`config.mk`:
```
export PLATFORM = sky130hd
export DESIGN_NAME = prime_test_64_flat
export DESIGN_NICKNAME = d
export VERILOG_FILES = /design/src/pt64_pkg.sv /design/src/pt64_if.sv /design/src/pt64_modmul.sv /design/src/prime_test_64.sv /design/src/flat_wrapper.sv
export SDC_FILE = /design/constraint.sdc
export NUM_CORES = 2
export LEC_CHECK = 0
export BUFFER_PORTS_ARGS = -buffer_cell sky130_fd_sc_hd__buf_2
export CORE_ASPECT_RATIO = 0.9
export CORE_MARGIN = 4
export CORE_UTILIZATION = 42
export DETAILED_ROUTE_END_ITERATION = 10
export PLACE_DENSITY = 0.65
export SYNTH_ARGS = -nofsm -noshare
export SYNTH_HDL_FRONTEND = slang
export SYNTH_SLANG_ARGS = --single-unit
```
`constraint.sdc`:
```
create_clock -name clk_i -period 11.6 [get_ports clk_i]
set_input_delay 2.32 -clock clk_i [delete_from_list [all_inputs] [get_ports clk_i]]
set_output_delay 2.32 -clock clk_i [all_outputs]
set_load 0.1 [all_outputs]
```
`src/pt64_pkg.sv`:
```
// package for prime_test_64: constants, types and the base table
// no dependencies
`timescale 1ns / 1ps
`default_nettype none
package pt64_pkg;
  localparam int unsigned NumBases = 7;
  localparam int unsigned NumSmall = 12;

  typedef logic [63:0] word_t;

  typedef struct packed {
    logic  start;
    word_t x;
    word_t y;
  } mm_req_t;

  function automatic word_t base_value(input logic [2:0] idx);
    word_t v;
    case (idx)
      3'd0: v = 64'd2;
      3'd1: v = 64'd325;
      3'd2: v = 64'd9375;
      3'd3: v = 64'd28178;
      3'd4: v = 64'd450775;
      3'd5: v = 64'd9780504;
      3'd6: v = 64'd1795265022;
      default: v = 64'd0;
    endcase
    return v;
  endfunction

  function automatic logic [5:0] small_prime(input logic [3:0] idx);
    logic [5:0] v;
    case (idx)
      4'd0: v = 6'd2;
      4'd1: v = 6'd3;
      4'd2: v = 6'd5;
      4'd3: v = 6'd7;
      4'd4: v = 6'd11;
      4'd5: v = 6'd13;
      4'd6: v = 6'd17;
      4'd7: v = 6'd19;
      4'd8: v = 6'd23;
      4'd9: v = 6'd29;
      4'd10: v = 6'd31;
      4'd11: v = 6'd37;
      default: v = 6'd2;
    endcase
    return v;
  endfunction
endpackage
`default_nettype wire

```
`src/pt64_if.sv`:
```
// valid/ready stream interfaces for candidates and results
// depends on pt64_pkg
`timescale 1ns / 1ps
`default_nettype none
interface pt64_cand_if;
  logic valid;
  logic ready;
  pt64_pkg::word_t candidate;
  modport source (output valid, output candidate, input ready);
  modport sink (input valid, input candidate, output ready);
endinterface

interface pt64_flag_if;
  logic valid;
  logic ready;
  logic prime_flag;
  modport source (output valid, output prime_flag, input ready);
  modport sink (input valid, input prime_flag, output ready);
endinterface
`default_nettype wire

```
`src/pt64_modmul.sv`:
```
// shared shift-and-add modular multiplier, one bit of y per cycle
// depends on pt64_pkg
`timescale 1ns / 1ps
`default_nettype none
module pt64_modmul (
  input  wire logic              clk_i,
  input  wire logic              rst_ni,
  input  wire pt64_pkg::mm_req_t req_i,
  input  wire pt64_pkg::word_t   m_i,
  output logic                   done_o,
  output pt64_pkg::word_t        p_o
);
  pt64_pkg::word_t acc_q, acc_d, x_q, y_q;
  logic [6:0] cnt_q;
  logic busy_q;
  logic [64:0] dbl, dbl_r, add, add_r;

  always_comb begin
    dbl = {acc_q, 1'b0};
    dbl_r = (dbl >= {1'b0, m_i}) ? dbl - {1'b0, m_i} : dbl;
    add = dbl_r + {1'b0, x_q};
    add_r = (add >= {1'b0, m_i}) ? add - {1'b0, m_i} : add;
    acc_d = y_q[63] ? add_r[63:0] : dbl_r[63:0];
  end

  assign p_o = acc_q;

  always_ff @(posedge clk_i or negedge rst_ni) begin
    if (!rst_ni) begin
      busy_q <= 1'b0;
      done_o <= 1'b0;
      cnt_q  <= '0;
    end else begin
      done_o <= 1'b0;
      if (req_i.start) begin
        busy_q <= 1'b1;
        cnt_q  <= '0;
      end else if (busy_q) begin
        cnt_q <= cnt_q + 7'd1;
        if (cnt_q == 7'd63) begin
          busy_q <= 1'b0;
          done_o <= 1'b1;
        end
      end
    end
  end

  always_ff @(posedge clk_i) begin
    if (req_i.start) begin
      acc_q <= '0;
      x_q <= req_i.x;
      y_q <= req_i.y;
    end else if (busy_q) begin
      acc_q <= acc_d;
      y_q <= {y_q[62:0], 1'b0};
    end
  end
endmodule
`default_nettype wire

```
`src/prime_test_64.sv`:
```
// prime_test_64 top level: trial division and miller-rabin sequencer
// around one shared modular multiplier
// depends on pt64_pkg, pt64_if, pt64_modmul
//
// usage: a candidate transaction enters on cand when ready is high; one
// result transaction with prime_flag leaves on flag. the block handles one
// candidate at a time and is not ready until its result has been taken.
// trial division by 2..37 and base reduction use one restoring remainder
// step per cycle, with a check state after each divisor, so a tiny or
// small-factor input answers without any miller-rabin round. each
// miller-rabin base costs up to about 128 modular multiplications on the
// shared multiplier. reset returns the sequencer to idle with no result
// pending. when the receiver stalls, the result is held and no new
// candidate is taken.
`timescale 1ns / 1ps
`default_nettype none
module prime_test_64 (
  input  wire logic clk_i,
  input  wire logic rst_ni,
  pt64_cand_if.sink   cand,
  pt64_flag_if.source flag
);
  typedef enum logic [9:0] {
    S_IDLE  = 10'b0000000001,
    S_TDIV  = 10'b0000000010,
    S_TCHK  = 10'b0000000100,
    S_SPLIT = 10'b0000001000,
    S_BRED  = 10'b0000010000,
    S_BCHK  = 10'b0000100000,
    S_PMUL  = 10'b0001000000,
    S_PCHK  = 10'b0010000000,
    S_SQR   = 10'b0100000000,
    S_OUT   = 10'b1000000000
  } state_e;

  state_e st_q;
  pt64_pkg::word_t n_q, d_q, e_q, b_q, acc_q, rem_q, num_q, dvs_q;
  logic [6:0] s_q, r_q, bit_q;
  logic [3:0] pi_q;
  logic [2:0] bi_q;
  logic phase_q, wait_q, flag_q;
  pt64_pkg::mm_req_t req;
  logic mm_done;
  pt64_pkg::word_t mm_p;
  logic [64:0] sh;
  pt64_pkg::word_t nm1;

  assign nm1 = n_q - 64'd1;
  assign sh = {rem_q, num_q[63]};

  pt64_modmul u_mm (
    .clk_i(clk_i), .rst_ni(rst_ni), .req_i(req), .m_i(n_q),
    .done_o(mm_done), .p_o(mm_p)
  );

  assign cand.ready = (st_q == S_IDLE);
  assign flag.valid = (st_q == S_OUT);
  assign flag.prime_flag = flag_q;

  always_ff @(posedge clk_i or negedge rst_ni) begin
    if (!rst_ni) begin
      st_q <= S_IDLE;
      req <= '0;
      wait_q <= 1'b0;
    end else begin
      case (st_q)
        S_IDLE: if (cand.valid) begin
          n_q <= cand.candidate;
          if (cand.candidate < 64'd2) begin
            flag_q <= 1'b0;
            st_q <= S_OUT;
          end else begin
            pi_q <= '0;
            num_q <= cand.candidate;
            rem_q <= '0;
            dvs_q <= {58'd0, pt64_pkg::small_prime(4'd0)};
            bit_q <= '0;
            st_q <= S_TDIV;
          end
        end
        S_TDIV, S_BRED: begin
          rem_q <= (sh >= {1'b0, dvs_q}) ? 64'(sh - {1'b0, dvs_q}) : sh[63:0];
          num_q <= {num_q[62:0], 1'b0};
          bit_q <= bit_q + 7'd1;
          if (bit_q == 7'd63) st_q <= (st_q == S_TDIV) ? S_TCHK : S_BCHK;
        end
        S_TCHK: begin
          if (rem_q == 64'd0) begin
            flag_q <= (n_q == dvs_q);
            st_q <= S_OUT;
          end else if (pi_q == 4'(pt64_pkg::NumSmall - 1)) begin
            d_q <= nm1;
            s_q <= '0;
            st_q <= S_SPLIT;
          end else begin
            pi_q <= pi_q + 4'd1;
            dvs_q <= {58'd0, pt64_pkg::small_prime(pi_q + 4'd1)};
            num_q <= n_q;
            rem_q <= '0;
            bit_q <= '0;
            st_q <= S_TDIV;
          end
        end
        S_SPLIT: begin
          if (d_q[0]) begin
            bi_q <= '0;
            num_q <= pt64_pkg::base_value(3'd0);
            dvs_q <= n_q;
            rem_q <= '0;
            bit_q <= '0;
            st_q <= S_BRED;
          end else begin
            d_q <= {1'b0, d_q[63:1]};
            s_q <= s_q + 7'd1;
          end
        end
        S_BCHK: begin
          if (rem_q == 64'd0) begin
            st_q <= S_PCHK;
            acc_q <= 64'd1;
            e_q <= '0;
            wait_q <= 1'b0;
          end else begin
            b_q <= rem_q;
            e_q <= d_q;
            acc_q <= 64'd1;
            phase_q <= 1'b0;
            wait_q <= 1'b0;
            st_q <= S_PMUL;
          end
        end
        S_PMUL: begin
          if (!wait_q) begin
            if (e_q == 64'd0) begin
              st_q <= S_PCHK;
            end else if (!phase_q && e_q[0]) begin
              req <= '{start: 1'b1, x: acc_q, y: b_q};
              wait_q <= 1'b1;
            end else begin
              phase_q <= 1'b1;
              req <= '{start: 1'b1, x: b_q, y: b_q};
              wait_q <= 1'b1;
            end
          end else begin
            req.start <= 1'b0;
            if (mm_done) begin
              wait_q <= 1'b0;
              if (!phase_q) begin
                acc_q <= mm_p;
                phase_q <= 1'b1;
              end else begin
                b_q <= mm_p;
                e_q <= {1'b0, e_q[63:1]};
                phase_q <= 1'b0;
              end
            end
          end
        end
        S_PCHK: begin
          if (rem_q == 64'd0 || acc_q == 64'd1 || acc_q == nm1) begin
            if (bi_q == 3'(pt64_pkg::NumBases - 1)) begin
              flag_q <= 1'b1;
              st_q <= S_OUT;
            end else begin
              bi_q <= bi_q + 3'd1;
              num_q <= pt64_pkg::base_value(bi_q + 3'd1);
              rem_q <= '0;
              bit_q <= '0;
              st_q <= S_BRED;
            end
          end else begin
            r_q <= 7'd1;
            wait_q <= 1'b0;
            st_q <= S_SQR;
          end
        end
        S_SQR: begin
          if (!wait_q) begin
            if (r_q >= s_q) begin
              flag_q <= 1'b0;
              st_q <= S_OUT;
            end else begin
              req <= '{start: 1'b1, x: acc_q, y: acc_q};
              wait_q <= 1'b1;
            end
          end else begin
            req.start <= 1'b0;
            if (mm_done) begin
              wait_q <= 1'b0;
              acc_q <= mm_p;
              r_q <= r_q + 7'd1;
              if (mm_p == nm1) begin
                rem_q <= '0;
                st_q <= S_PCHK;
              end
            end
          end
        end
        S_OUT: if (flag.ready) st_q <= S_IDLE;
        default: st_q <= S_IDLE;
      endcase
    end
  end
endmodule
`default_nettype wire

```
`src/flat_wrapper.sv`:
```
// flat-port wrapper written by rule: the top's interface ports become plain ports
module prime_test_64_flat 
  (clk_i, rst_ni, cand_valid, cand_candidate, cand_ready, flag_valid, flag_prime_flag, flag_ready);
  pt64_cand_if cand_i ();
  pt64_flag_if flag_i ();
  input  wire logic clk_i;
  input  wire logic rst_ni;
  input wire logic [$bits(cand_i.valid)-1:0] cand_valid;
  input wire logic [$bits(cand_i.candidate)-1:0] cand_candidate;
  output wire logic [$bits(cand_i.ready)-1:0] cand_ready;
  output wire logic [$bits(flag_i.valid)-1:0] flag_valid;
  output wire logic [$bits(flag_i.prime_flag)-1:0] flag_prime_flag;
  input wire logic [$bits(flag_i.ready)-1:0] flag_ready;
  assign cand_i.valid = cand_valid;
  assign cand_i.candidate = cand_candidate;
  assign cand_ready = cand_i.ready;
  assign flag_valid = flag_i.valid;
  assign flag_prime_flag = flag_i.prime_flag;
  assign flag_i.ready = flag_ready;
  prime_test_64 u_core (.clk_i(clk_i), .rst_ni(rst_ni), .cand(cand_i), .flag(flag_i));
endmodule
```
==> impl_results.md <==
- H-tree depth: 3
- Post-synth top cells: nand2_1, edfxtp_1, o21ai_0
- Post-CTS setup buffers: 0
- Nature of the critical path startpoint: flip-flop
- Power Dens Cells: 374 nW/um2
- Post-synthesis register bit count: 883
- Fin nets: 6,604
- Synth Area in Simple Gates: 0.178
- Synthesized area per cell: 9.36 um2
- Largest area contributor in the netlist: edfxtp_1
- CTS buffer count: 99
- Class of the worst hold path: flip-flop to flip-flop
- Via count: 52,100
- Vias in the first global route: 47,400
- CP startpoint: u_core.n_q[58]
- CP required: 12.24 ns
- Crit end category: flip-flop
- Final Hold Viols: 0
- Die area: 145,000 um2
- Die span in x: 401 um
- Post-place setup slack: 0.767 ns
- Max Cap Violations: 0
- Chip height: 362 um
- CTS max path bufs: 3
- Main combinational cell family by area after synthesis: simple AND/OR/NAND/NOR gates
- Adder-Cell Fraction of Synth Area: 0.0620
- Synth area leaders: edfxtp_1, dfrtp_1, ha_1
- First-pass GRT wire length: 367,000 um
- CORE AREA: 138,000 um2
- Worst Max-Slew Pin Slew: 1.40 ns
- Detailed-route DRC error count: 0
- Overall routing resource usage: 0.354
- Share of post-route cells with drive strength above 1: 0.0903
- Synth async-reset ratio: 0.169
- Hpwl dp: 212,000 um
- RSZ-0062 raised after global routing: false
- Grt total ovfl: 0
- Skew final: 0.0947 ns
- GP Congestion: 1.06
- Outcome: completed
- Initial Util: 0.424
- Final Max Tran Viols: 0
- CP max-delay cell: a221oi_1
- Clock Sinks: 883
- CTS tree: yes
- Final setup fails: 0
- Final worst slack: 0.315 ns
- Synth warn: 0
- Synth Area in Compound Gates: 0.171
- Via density: 6.37
- Final period utilization: 0.973
- Peak Freq: 0.0886 GHz
- Post-synth EDFFs: 670
- Top Ports: 71
- # rows: 129
- Initial antenna violation count: 23
- Setup_tns: 0 ns
- Synth Area in XOR/XNOR: 0.0771
- WL final: 266,000 um
- Min cycle time layout: 11.28 ns
- Hold path start: u_core.req[106]
- Cell with the most instances after synthesis: nand2_1
- Hold Slack: 0.441 ns
- Post-Synthesis Cell Area: 58,400 um2
- Filler cells: 13,100
- CP Max Fanout: 60
- PostCTS Resize Cnt: 0
- Buffer type at the clock tree root: clkbuf_16
- # hold bufs at CTS: 0
- Worst R2R Start: u_core.n_q[58]
- Unique masters post-synth: 94
- Antenna Violating Nets Remaining: 0
- PortBufs: 70
- Main synth FF type: edfxtp_1
- Synth Net Count: 6,592
- Area Growth Syn to Fin: 10.9%
- Post-synthesis sequential area ratio: 0.431
- Drt initial violations: 6,769
- Routed WL per cell: 32.5 um
- Dominant cell type by count on the critical path: buf_4
- Synth Instances: 6,237
- Length of the first detailed-routing pass in iterations: 9
- Slew margin rel.: 0.0635
- Worst-Skew Late Latency: 0.79 ns
- Largest net degree at the start of global routing: 194
- Mux contribution to synthesized area: 0.0420
- Delay of the slowest critical-path stage: 0.85 ns
- Peak supply drop: 0.000243 V
- CP arrival: 11.92 ns
- Proportion of netlist area held by the largest area contributor: 0.345
- Register-to-register path setup slack: 0.32 ns
- Critical path type: flip-flop to flip-flop
- Leak: 0.0261 uW
- Reg clk slew, reported paths: 0.07 ns
==> sequential cells by signal, indices dropped and copies added, names as in the netlist, 10 cells and up <==
| signal | count |
|---|---|
| u_core.rem_q | 64 |
| u_core.e_q | 64 |
| u_core.num_q | 64 |
| u_core.b_q | 64 |
| u_core.u_mm.p_o | 64 |
| u_core.d_q | 64 |
| u_core.req | 129 |
| u_core.n_q | 64 |
| u_core.u_mm.x_q | 64 |
| u_core.dvs_q | 64 |
| u_core.u_mm.y_q | 64 |
| u_core.acc_q | 64 |
| u_core.st_q | 10 |
==> path summary, 6_finish.rpt <==
path,endpoint,cells after the start
max in group asynchronous,u_core.req[100],4
worst min register to register,u_core.u_mm.x_q[42],0
worst max-delay path,u_core.u_mm.p_o[45],38
worst max register to register,u_core.u_mm.p_o[45],38
worst min-delay path,u_core.u_mm.x_q[42],0
min in group asynchronous,u_core.u_mm.cnt_q[0],1
==> through the flow <==
stage	cells	instance area (um2)	power (uW)	util
floorplan	6237	58400	14500	-
global placement	7981	61300	20400	0.445
detailed placement	7981	61300	20100	0.446
CTS	8166	64700	23500	0.470
global route	8168	64700	25200	0.470
finish	8176	64700	24200	0.470
==> critical path: cells and delay by family, from the launching register on <==
family | cells | cell delay (ns)
and+or+nand+nor | 13 | 2.73
muxes | 2 | 0.55
adders and majority gates | 3 | 0.99
AOI/OAI and AO/OA | 11 | 4.13
buffers and inverters | 9 | 2.23
DFF | 1 | 0.44
==> layer usage <==
metal | wire (um) | vias up | track usage
met2 | 99200 | 3037 | 0.455
met1 | 120000 | 25700 | 0.532
met4 | 10900 | 6 | 0.124
li1 | - | 22900 | -
met5 | 35 | - | 0
met3 | 36100 | 406 | 0.133
==> power breakdown <==
group	internal, uW	total, uW	switching (uW)
logic	5470	16000	10500
clock network	1820	3300	1480
registers	4250	4940	684
==> cell families after synthesis <==
family | after synthesis
adders and majority gates | 287
and+or+nand+nor | 2147
DFF | 883
buffers and inverters | 607
muxes | 235
xor gates and xnor gates | 492
AOI/OAI and AO/OA | 1586
==> area by class of cell <==
class	instances	area [um2]	area share
Sequential cell	883	25100	0.388
Inverter	256	961	0.0148
Antenna cell	9	22.5	0.000348
Timing Repair Buffer	262	1860	0.0288
Multi-Input combinational cell	4747	31100	0.480
Clock buffer	129	2650	0.0409
Clock inverter	56	699	0.0108
Tap cell	1834	2290	0.0355
==> cells in the final DEF, fill, tap and decap left out, drive strengths merged, types with 103 or more instances in the layout <==
cell      n
nor3    103
a21o    155
inv     261
a21oi   427
clkbuf  129
buf     262
xor2    160
ha      283
o21ai   459
edfxtp  670
dfrtp   148
nor4    121
nand4   132
mux2i   155
nand3   185
xnor2   318
nand2   812
nor2    401
(Power assumes the default switching activity.)
